### config.mk
export PLATFORM = sky130hd
export DESIGN_NAME = householder_vector_real_unit
export DESIGN_NICKNAME = d
export VERILOG_FILES = /design/src/hw/rtl/hvr_pkg.sv /design/src/hw/rtl/householder_vector_real_unit.sv /design/src/hw/rtl/hvr_sqrt.sv /design/src/hw/rtl/hvr_div.sv
export SDC_FILE = /design/constraint.sdc
export NUM_CORES = 2
export LEC_CHECK = 0
export ABC_CLOCK_PERIOD_IN_PS = 9650
export BUFFER_PORTS_ARGS = -buffer_cell sky130_fd_sc_hd__buf_4
export CORE_MARGIN = 5
export CORE_UTILIZATION = 50
export CTS_CLUSTER_DIAMETER = 100
export CTS_CLUSTER_SIZE = 10
export DETAILED_ROUTE_END_ITERATION = 16
export MAX_ROUTING_LAYER = met4
export PLACE_DENSITY = 0.68
export RECOVER_POWER = 100
export SLEW_MARGIN = 20
export SYNTH_ARGS = -nofsm -noshare
export SYNTH_HDL_FRONTEND = slang
export SYNTH_SLANG_ARGS = --single-unit
export TNS_END_PERCENT = 100
### constraint.sdc
create_clock -name clk -period 9.65 [get_ports clk]
set_clock_uncertainty 0.2 [all_clocks]
set_input_delay 0.965 -clock clk [delete_from_list [all_inputs] [get_ports clk]]
set_output_delay 0.965 -clock clk [all_outputs]
set_load 0.02 [all_outputs]
### src/hw/rtl/hvr_pkg.sv
// ----------------------------------------------------------------------------
// hvr_pkg
// Shared types and constants for the real Householder vector unit.
// ----------------------------------------------------------------------------
package hvr_pkg;

  // vector store geometry
  localparam int DEPTH  = 64;
  localparam int ADDR_W = $clog2(DEPTH);
  localparam int CNT_W  = $clog2(DEPTH + 1);

  // arithmetic widths
  localparam int SUM_W  = 38;   // sum of squares
  localparam int SQ_W   = 56;   // square-root operand (even)
  localparam int RT_W   = SQ_W / 2;
  localparam int SMAG_W = 27;   // new first element magnitude, 8 fraction bits
  localparam int DIV_W  = 46;   // divider remainder width
  localparam int QB     = 16;   // quotient bits

  localparam logic [SQ_W-1:0] SQ_BIT_INIT = SQ_W'(1) << (SQ_W - 2);
  localparam logic [15:0] Q15_POS_MAX = 16'h7FFF;
  localparam logic [15:0] Q15_NEG_MAX = 16'h8000;

  typedef struct packed {
    logic signed [15:0] element;
    logic               last;
  } hvr_in_t;

  typedef struct packed {
    logic signed [15:0] unit_element;
    logic               final_res;
  } hvr_out_t;

  // divider request
  typedef struct packed {
    logic             start;
    logic             neg;
    logic [DIV_W-1:0] num;
    logic [RT_W:0]    den;
  } hvr_div_req_t;

endpackage

### src/hw/rtl/householder_vector_real_unit.sv
// ----------------------------------------------------------------------------
// householder_vector_real_unit
// Builds a Q1.15 unit Householder vector from a stored real vector.
// ----------------------------------------------------------------------------
// Input words (in_valid / in_stall / in_word) carry one 16-bit element each;
// the word with last set closes the vector. Up to DEPTH elements are kept,
// further ones are dropped, though their last flag still closes the vector.
// While loading, one word is taken per cycle.
// After the last word the unit stalls its input and works alone: two
// iterative square roots with setup steps between them, then for every
// element one store read, a divide (skipped when the root is zero) and one
// output word (out_valid / out_stall / out_word), final_res set on the last
// one. The divider sets the time per element, along with any receiver stall.
// A stalled output word is held in its register until taken; nothing moves
// meanwhile. After the final word the unit returns to loading.
// Reset (rst_n low, synchronous) clears the count, sum and control; the
// store needs no clearing since only entries of the current vector are read.
// ----------------------------------------------------------------------------
module householder_vector_real_unit import hvr_pkg::*; (
  input  logic     clk,
  input  logic     rst_n,
  input  logic     in_valid,
  output logic     in_stall,
  input  hvr_in_t  in_word,
  output logic     out_valid,
  input  logic     out_stall,
  output hvr_out_t out_word
);

  typedef enum logic [2:0] {
    S_LOAD, S_ROOT1, S_SQR, S_TSUM, S_ROOT2, S_READ, S_CALC, S_DIV
  } state_t;

  state_t              state_r;
  logic                out_valid_r;
  hvr_out_t            out_word_r;
  logic [SUM_W-1:0]    sum_r;
  logic [CNT_W-1:0]    count_r;
  logic [15:0]         x0_mag_r;
  logic                x0_neg_r;
  logic [30:0]         x0_sq_r;
  logic [SMAG_W-1:0]   s_mag_r;
  logic [2*SMAG_W-1:0] ssq_r;
  logic [RT_W-1:0]     m8_r;
  logic [ADDR_W-1:0]   idx_r;

  logic signed [15:0]  mem [DEPTH];
  logic signed [15:0]  rd_data_r;

  logic                in_acc, store_en, rd_en, is_final;
  logic [15:0]         x_mag, rd_mag;
  logic [30:0]         x_sq;
  logic [SUM_W-1:0]    sum_nxt;
  logic                sq_start, sq_done;
  logic [SQ_W-1:0]     sq_op;
  logic [RT_W-1:0]     sq_root;
  hvr_div_req_t        div_req;
  logic                div_done;
  logic [15:0]         div_res;

  assign in_stall  = (state_r != S_LOAD);
  assign in_acc    = in_valid && !in_stall;
  assign store_en  = in_acc && (count_r < CNT_W'(DEPTH));
  assign x_mag     = in_word.element[15] ? 16'(-in_word.element) : in_word.element;
  assign x_sq      = {15'b0, x_mag} * {15'b0, x_mag};
  assign sum_nxt   = store_en ? sum_r + SUM_W'(x_sq) : sum_r;
  assign rd_mag    = rd_data_r[15] ? 16'(-rd_data_r) : rd_data_r;
  assign is_final  = (CNT_W'(idx_r) + CNT_W'(1)) == count_r;
  assign rd_en     = (state_r == S_READ);

  // start a root on the last word, and again on the changed squared norm
  assign sq_start = (in_acc && in_word.last) || (state_r == S_TSUM);
  assign sq_op    = (state_r == S_LOAD) ? SQ_W'({sum_nxt, 16'b0})
                  : SQ_W'({sum_r - SUM_W'(x0_sq_r), 16'b0}) + SQ_W'(ssq_r);

  // issue a divide for the element just read
  always_comb begin
    div_req.start = (state_r == S_CALC) && (m8_r != '0);
    div_req.den   = {m8_r, 1'b0};
    if (idx_r == '0) begin
      div_req.neg = x0_neg_r;
      div_req.num = DIV_W'({s_mag_r, 16'b0}) + DIV_W'(m8_r);
    end else begin
      div_req.neg = rd_data_r[15];
      div_req.num = DIV_W'({rd_mag, 24'b0}) + DIV_W'(m8_r);
    end
  end

  hvr_sqrt u_sqrt (
    .clk     (clk),
    .rst_n   (rst_n),
    .start   (sq_start),
    .operand (sq_op),
    .done    (sq_done),
    .root    (sq_root)
  );

  hvr_div u_div (
    .clk    (clk),
    .rst_n  (rst_n),
    .req    (div_req),
    .done   (div_done),
    .result (div_res)
  );

  // vector store
  always_ff @(posedge clk) begin
    if (store_en) begin
      mem[count_r[ADDR_W-1:0]] <= in_word.element;
    end
  end

  always_ff @(posedge clk) begin
    if (rd_en) begin
      rd_data_r <= mem[idx_r];
    end
  end

  // hold the first element's magnitude, sign and square
  always_ff @(posedge clk) begin
    if (store_en && count_r == '0) begin
      x0_mag_r <= x_mag;
      x0_neg_r <= in_word.element[15];
      x0_sq_r  <= x_sq;
    end
  end

  // control sequence and output register
  always_ff @(posedge clk) begin
    if (!rst_n) begin
      state_r     <= S_LOAD;
      out_valid_r <= 1'b0;
      sum_r       <= '0;
      count_r     <= '0;
      idx_r       <= '0;
    end else begin
      case (state_r)
        S_LOAD: begin
          if (in_acc) begin
            sum_r <= sum_nxt;
            if (store_en) begin
              count_r <= count_r + 1'b1;
            end
            if (in_word.last) begin
              state_r <= S_ROOT1;
            end
          end
        end
        S_ROOT1: begin
          if (sq_done) begin
            s_mag_r <= SMAG_W'({x0_mag_r, 8'b0}) + SMAG_W'(sq_root);
            state_r <= S_SQR;
          end
        end
        S_SQR: begin
          ssq_r   <= s_mag_r * s_mag_r;
          state_r <= S_TSUM;
        end
        S_TSUM: begin
          state_r <= S_ROOT2;
        end
        S_ROOT2: begin
          if (sq_done) begin
            m8_r    <= sq_root;
            idx_r   <= '0;
            state_r <= S_READ;
          end
        end
        S_READ: begin
          if (!out_valid_r) begin
            state_r <= S_CALC;
          end
        end
        S_CALC: begin
          if (m8_r == '0) begin
            out_word_r.unit_element <= (idx_r == '0) ? Q15_POS_MAX : rd_data_r;
            out_word_r.final_res    <= is_final;
            out_valid_r             <= 1'b1;
            state_r                 <= S_DIV;
          end else begin
            state_r <= S_DIV;
          end
        end
        S_DIV: begin
          if (div_done) begin
            out_word_r.unit_element <= div_res;
            out_word_r.final_res    <= is_final;
            out_valid_r             <= 1'b1;
          end
          // drop the taken word, then step on
          if (out_valid_r && !out_stall) begin
            out_valid_r <= 1'b0;
            if (out_word_r.final_res) begin
              sum_r   <= '0;
              count_r <= '0;
              state_r <= S_LOAD;
            end else begin
              idx_r   <= idx_r + 1'b1;
              state_r <= S_READ;
            end
          end
        end
        default: begin
          state_r <= S_LOAD;
        end
      endcase
    end
  end

  assign out_valid = out_valid_r;
  assign out_word  = out_word_r;

`ifndef SYNTH
  a_no_out_while_loading: assert property (@(posedge clk) disable iff (!rst_n)
    !in_stall |-> !out_valid)
    else $error("output word valid while loading");

  a_count_bound: assert property (@(posedge clk) disable iff (!rst_n)
    count_r <= CNT_W'(DEPTH))
    else $error("element count beyond store depth");

  a_final_returns: assert property (@(posedge clk) disable iff (!rst_n)
    out_valid && !out_stall && out_word.final_res |=> !in_stall && count_r == '0)
    else $error("unit did not return to loading after final word");

  a_last_leaves_load: assert property (@(posedge clk) disable iff (!rst_n)
    in_valid && !in_stall && in_word.last |=> in_stall)
    else $error("last word did not close the vector");
`endif

endmodule

### src/hw/rtl/hvr_sqrt.sv
// ----------------------------------------------------------------------------
// hvr_sqrt
// Iterative floor square root, one result bit per cycle.
// ----------------------------------------------------------------------------
module hvr_sqrt import hvr_pkg::*; (
  input  logic            clk,
  input  logic            rst_n,
  input  logic            start,
  input  logic [SQ_W-1:0] operand,
  output logic            done,
  output logic [RT_W-1:0] root
);

  logic            busy_r;
  logic            done_r;
  logic [SQ_W-1:0] v_r, r_r, bit_r;
  logic [SQ_W-1:0] trial;

  assign trial = r_r + bit_r;

  // sequence control
  always_ff @(posedge clk) begin
    if (!rst_n) begin
      busy_r <= 1'b0;
      done_r <= 1'b0;
    end else begin
      done_r <= 1'b0;
      if (start) begin
        busy_r <= 1'b1;
      end else if (busy_r && bit_r[0]) begin
        busy_r <= 1'b0;
        done_r <= 1'b1;
      end
    end
  end

  // advance one root bit
  always_ff @(posedge clk) begin
    if (start) begin
      v_r   <= operand;
      r_r   <= '0;
      bit_r <= SQ_BIT_INIT;
    end else if (busy_r) begin
      if (v_r >= trial) begin
        v_r <= v_r - trial;
        r_r <= (r_r >> 1) + bit_r;
      end else begin
        r_r <= r_r >> 1;
      end
      bit_r <= bit_r >> 2;
    end
  end

  assign done = done_r;
  assign root = r_r[RT_W-1:0];

endmodule

### src/hw/rtl/hvr_div.sv
// ----------------------------------------------------------------------------
// hvr_div
// Restoring divider, one quotient bit per cycle, with Q1.15 saturation.
// ----------------------------------------------------------------------------
module hvr_div import hvr_pkg::*; (
  input  logic         clk,
  input  logic         rst_n,
  input  hvr_div_req_t req,
  output logic         done,
  output logic [15:0]  result
);

  logic               busy_r, done_r, sat_r, neg_r;
  logic [DIV_W-1:0]   rem_r, dsh_r;
  logic [QB-1:0]      q_r;
  logic [$clog2(QB)-1:0] cnt_r;
  logic [DIV_W-1:0]   den_full;

  assign den_full = DIV_W'(req.den) << QB;

  // sequence control
  always_ff @(posedge clk) begin
    if (!rst_n) begin
      busy_r <= 1'b0;
      done_r <= 1'b0;
    end else begin
      done_r <= 1'b0;
      if (req.start) begin
        busy_r <= 1'b1;
      end else if (busy_r && cnt_r == '0) begin
        busy_r <= 1'b0;
        done_r <= 1'b1;
      end
    end
  end

  // advance one quotient bit
  always_ff @(posedge clk) begin
    if (req.start) begin
      rem_r <= req.num;
      dsh_r <= DIV_W'(req.den) << (QB - 1);
      sat_r <= req.num >= den_full;
      neg_r <= req.neg;
      cnt_r <= '1;
      q_r   <= '0;
    end else if (busy_r) begin
      if (rem_r >= dsh_r) begin
        rem_r <= rem_r - dsh_r;
        q_r   <= {q_r[QB-2:0], 1'b1};
      end else begin
        q_r   <= {q_r[QB-2:0], 1'b0};
      end
      dsh_r <= dsh_r >> 1;
      cnt_r <= cnt_r - 1'b1;
    end
  end

  // saturate and apply sign
  always_comb begin
    if (neg_r) begin
      result = (sat_r || q_r > Q15_NEG_MAX) ? Q15_NEG_MAX : 16'(-q_r);
    end else begin
      result = (sat_r || q_r > Q15_POS_MAX) ? Q15_POS_MAX : q_r;
    end
  end

  assign done = done_r;

endmodule
Word level (Yosys, flattened, before mapping) --
Memories as Yosys holds them, arrays and structs flattened. A register that Yosys moved wholly into a read port is not among the register bits. Index checks and enable logic that the tools add are counted.
Cells by class: equality and inequality tests 20, reduce and logical (&&, ||, !) cells 42, mux-type cells 55, $mul 2, add/subtract/negate cells 17, magnitude comparators 6, bitwise operators 1
Operators with widths (count):
- two-way mux 56 bit | 4
- two-way mux 38 bit | 4
- two-way mux 46 bit | 3
- two-way mux 16 bit | 6
- two-way mux 44 bit | 2
- case mux 38 bit (2 select lines) | 1
- adder 55 x 55 -> 56 bit | 1
- adder 56 x 55 -> 56 bit | 1
- >= comparator 56 bit | 1
- subtractor 56 bit | 1
- adder 54 x 54 -> 55 bit | 1
- two-way mux 55 bit | 1
- multiplier 27 x 27 -> 54 bit | 1
- negator 16 bit | 3
- two-way mux 47 bit | 1
- >= comparator 46 x 44 -> 1 bit | 1
- >= comparator 46 x 45 -> 1 bit | 1
- subtractor 46 x 44 -> 46 bit | 1
- adder 43 x 28 -> 44 bit | 1
- adder 40 x 28 -> 41 bit | 1
- adder 38 x 31 -> 38 bit | 1
- subtractor 38 x 31 -> 38 bit | 1
- two-way mux 17 bit | 2
- case mux 17 bit (2 select lines) | 1
- other kinds (42) | 102
Word-level totals: memories 1, input bits 21, word-level logic and storage cells 171, RAM bits 1024, output and inout port bits 19, register bits after elaboration 485
Memory list:
- mem | depth 64, width 16, read ports 1, clocked after Yosys merged registers in 1, write ports 1, line householder_vector_real_unit.sv:47 | logic signed [15:0] mem [DEPTH];

Logic depth before layout (Yosys ltp) --
depth in word-level cells 7, depth in mapped cells 42

Modules after synthesis --
A second synthesis with hierarchy kept.
Second synthesis, totals: cell total of the unflattened synthesis 9114, area, all modules 104953.2 um^2
By module, submodules not included:
- householder_vector_real_unit | seq. area each 37465.9 um^2, times used 1, cells each 6411, area each 82959.6 um^2
- hvr_sqrt | seq. area each 3403.3 um^2, times used 1, cells each 1656, area each 13330.3 um^2
- hvr_div | seq. area each 3052.9 um^2, times used 1, cells each 1047, area each 8663.3 um^2

Least setup slack after synthesis --
No wires, ideal clock.
kind input to register, from in in_word[1] in the netlist's numbering, to reg u_sqrt.v_r[53] (data pin), required time 9.177 ns, buffers on the path 1, stages on the path 37, setup slack -0.829 ns, data arrival time 10.006 ns, path through inv_1 clkbuf_1 ha_1 nand3b_1 o41a_1 xor2_1 clkinv_1 nor2_1 ha_1 xnor2_1 fa_1 inv_1 fa_1 fa_1 fa_1 fa_1 ha_1 a21o_1 a21o_1 a21oi_1 nand2_1 o21ai_1 o211a_1 nor3_1 and4_1 a2111oi_0 xnor2_1 ha_1 and3_1 nand3_1 o311ai_0 a41oi_1 o21ai_1 and3_1 xor2_1 a31oi_1 o311ai_1
On the way: cells in the longest elaborated chain, start to end 7
Ends and longest elaborated chain:
- from (decl) | line householder_vector_real_unit.sv:24 | input hvr_in_t in_word,
- negator 16 bit | line householder_vector_real_unit.sv:64 | assign x_mag = in_word.element[15] ? 16'(-in_word.element) : in_word.element;
- two-way mux 16 bit | line householder_vector_real_unit.sv:64
- net x_mag[12] | line householder_vector_real_unit.sv:51 | logic [15:0] x_mag, rd_mag;
- multiplier 16 x 16 -> 31 bit | line householder_vector_real_unit.sv:65 | assign x_sq = {15'b0, x_mag} * {15'b0, x_mag};
- net x_sq[28] | line householder_vector_real_unit.sv:52 | logic [30:0] x_sq;
- adder 38 x 31 -> 38 bit | line householder_vector_real_unit.sv:66 | assign sum_nxt = store_en ? sum_r + SUM_W'(x_sq) : sum_r;
- two-way mux 38 bit | line householder_vector_real_unit.sv:66
- two-way mux 55 bit | line householder_vector_real_unit.sv:73 | assign sq_op = (state_r == S_LOAD) ? SQ_W'({sum_nxt, 16'b0})
- two-way mux 56 bit | line hvr_sqrt.sv:39 | if (start) begin
- to (signal assigned) | line hvr_sqrt.sv:40 | v_r <= operand;
- to (signal assigned) | line hvr_sqrt.sv:45 | v_r <= v_r - trial;
- to (decl) | line hvr_sqrt.sv:16 | logic [SQ_W-1:0] v_r, r_r, bit_r;
The timed path passes the listed nets, and every way through them passes these cells. A chain may end at the register's enable or synchronous reset.

Worst setup path in the final report --
from in in_word[4] in the netlist's numbering, to reg u_sqrt.v_r[53] (data pin)
On the way: cells in the longest elaborated chain, start to end 7
Ends and longest elaborated chain (line):
- negator 16 bit | householder_vector_real_unit.sv:64
- two-way mux 16 bit * | householder_vector_real_unit.sv:64
- multiplier 16 x 16 -> 31 bit * | householder_vector_real_unit.sv:65
- net x_sq[28] | householder_vector_real_unit.sv:52
- adder 38 x 31 -> 38 bit * | householder_vector_real_unit.sv:66
- two-way mux 38 bit * | householder_vector_real_unit.sv:66
- two-way mux 55 bit * | householder_vector_real_unit.sv:73
- two-way mux 56 bit * | hvr_sqrt.sv:39
The timed path passes the listed nets; every way through them passes the cells marked *.

==> impl_metrics.yaml <==
route:
  wl_per_cell_um: 23.7
  drt_iter0_markers: 6229
  vias_per_cell: 5.89
  first_pass_iters: 6
  routed_wl_um: 281000
  drc: 0
  vias: 69717
  antenna_left: 0
placed_design:
  placed_cells: 11550
  place_congestion: 0.929
  io_buffers: 39
  post-dp-hpwl_um: 200000
power_and_ir_drop:
  ir_worst_vdd_mv: 0.937
  powerDensity_nw_per_um2: 330
  p_leak_nw: 45.9
  finalPower_mw: 37.7
global_route:
  grt_pass1_vias: 72167
  grt_use_total_pct: 26.8
  antenna_found_initial: 8
  grt_max_degree: 92
  grt_first_pass_wirelength_um: 431000
  grt_remaining_overflow: 0
clocking:
  cts_made_buffers: 172
  cts-root-buf: "clkbuf_16"
  cts.sinks: 1522
  cts_tree: "built"
  worstSkewPairLatency_ns: 0.86
  cts-htree-levels: 4
  clk_pin_slew_ns: 0.06
  clockBufferDepth: 3
layout:
  layout.nets: 10422
  synthToLayoutAreaGrowth_pct: 10.7
  drive_gt1_share_pct: 12.5
  fin_cells: 11836
  mostFrequentLayoutCells: "edfxtp_1, inv_1, fa_1, nand2_1, ha_1"
  layout_commonest_cell: "edfxtp_1"
die:
  core_area_um2: 205000
  io_pins: 40
  start_util_pct: 50.4
  dieArea_um2: 216000
  fp.dieH_um: 464
  rows: 166
  die_w_um: 464
worst_setup_path:
  worstSetupPathType: "in2reg"
  path_max_fanout: 5
  cp-start-kind: "input pin"
  cp-end-kind: "flip-flop"
  arrival_ns: 9.74
  slowest_delay_ns: 0.56
  required_ns: 9.97
  critPathMostFrequentCell: "fa_1"
  crit_slowest_cell: "fa_1"
timing:
  setup_viol: 0
  period_needed_ns: 9.41
  hold_violations: 0
  rsz0062_at_grt: "yes"
  drv_slew: 51
  max_freq_mhz: 106
  period_share_pct: 97.6
  slew_headroom_pct: -67.0
  worst_pin_slew_ns: 2.51
run:
  cap_violations: 1
synth:
  ys_types: 97
  syn_inst: 8781
  yosys-top-cells-area: "edfxtp_1, fa_1, ha_1"
  synth_area_um2: 103000
  async_flop_share_pct: 0
  ys_warn_count: 0
  synth_top_area_share_pct: 39.0
  yosys.area.top_type: "edfxtp_1"
  ys.flop_type: "edfxtp_1"
  yosys_register_bits: 1522
  syn_avg_cell_area_um2: 11.8
  synth_edf_count: 1343
  yosysSeqAreaShare_pct: 42.5
status:
  outcome: "finished with violations"
  violations: "max-capacitance violations, max-slew violations"
worst_hold_path:
  hold_class: "in2reg"
power by group:
group	switching [mW]	internal (mW)
clock	2.67	3.31
sequential	0.539	8.20
combinational	12.5	10.5
total	15.7	22.0
cells in the mapped netlist (31+ instances only):
cell	count
nor2_1	631
xor2_1	160
nand2_1	636
or3_1	31
dfxtp_1	179
o211ai_1	31
a21o_1	195
mux4_2	335
nand3_1	138
mux2i_1	82
nor3_1	80
o21ai_0	312
ha_1	630
o31ai_1	39
and2_1	148
inv_1	1138
fa_1	719
a21oi_1	429
a31oi_1	86
o21bai_1	74
edfxtp_1	1343
o21a_1	45
xnor2_1	290
a211oi_1	95
and3_1	33
nand4_1	61
nor2b_1	53
nand2b_1	56
buf_1	48
clkbuf_1	295
critical path, delay by kind of cell:
family	cells	cell delay, ns
AOI/OAI and AO/OA	12	2.33
xor gates and xnor gates	4	0.61
adders and majority gates	8	3.30
buffers and inverters	5	0.66
and+or+nand+nor	11	1.86
cells by family (layout without fill, tap and decap cells):
group / after synthesis / after routing / synth area share (%)
flops: 1522 / 1522 / 42.5
fa+ha+maj: 1349 / 1349 / 21.6
compound gates: 1536 / 1536 / 9.54
simple gates: 1983 / 1983 / 8.81
other cells: 2 / 23 / 0.00727
buf+inv: 1511 / 1857 / 5.52
xor+xnor: 450 / 450 / 3.82
mux: 428 / 428 / 8.22
what timing repair did:
action,CTS,global route
hold buffers,0,0
buffers inserted,0,16
setup endpoints to repair,0,34
resized for setup,0,82
worst paths after layout:
kind	startpoint	slack, ns	end	cells after the start
worst min-delay path	in_word[3]	0.16	mem[58][2]	1
worst min register to register	sum_r[0]	0.29	sum_r[0]	2
worst max-delay path	in_word[4]	0.24	u_sqrt.v_r[53]	40
worst max register to register	s_mag_r[11]	1.09	ssq_r[46]	22
flip-flops by register name, indices dropped and copies added (netlist names), 3 cells and up:
name,flops
m8_r,28
u_div.rem_r,46
out_word,17
x0_sq_r,29
rd_data_r,16
sum_r,38
u_div.dsh_r,44
u_sqrt.bit_r,28
ssq_r,53
x0_mag_r,16
u_div.q_r,16
mem,1024
u_sqrt.r_r,56
state_r,3
s_mag_r,27
u_div.cnt_r,4
u_sqrt.v_r,56
idx_r,6
count_r,7
metal layers:
| layer | global-route usage [%] | part of all wire (%) | vias up |
|---|---|---|---|
| li1 | - | - | 31443 |
| met1 | 34.3 | 40 | 35040 |
| met2 | 44.0 | 49 | 2681 |
| met3 | 3.22 | 6.8 | 553 |
| met4 | 10.3 | 4.7 | 0 |
| met5 | - | 0 | - |
layout make-up:
| cell class | instances | area, um^2 |
|---|---|---|
| inverter | 1151 | 4330 |
| clock inverter | 19 | 470 |
| timing repair buffer | 448 | 3410 |
| sequential | 1522 | 43900 |
| antenna | 12 | 30.0 |
| tap | 2688 | 3360 |
| clock buffer | 239 | 4580 |
| fill | 16603 | 90700 |
| multi-input combinational | 5757 | 54200 |
per-stage QoR:
stage	area, um^2	hold slack, ns	util, %	setup WS, ns	TNS (ns)
after CTS	114000	0.133	55.5	0.0279	0
after global routing	114000	0.109	55.8	-0.0941	-0.443
after detailed placement	109000	0.272	53.1	-0.848	-19.88
final	114000	0.161	55.8	0.235	0
after floorplan	103000	0.235	-	-0.00249	-0.00249
after global placement	109000	0.269	53.1	-0.706	-12.96
Note: power is estimated with default switching activity, not from simulation.
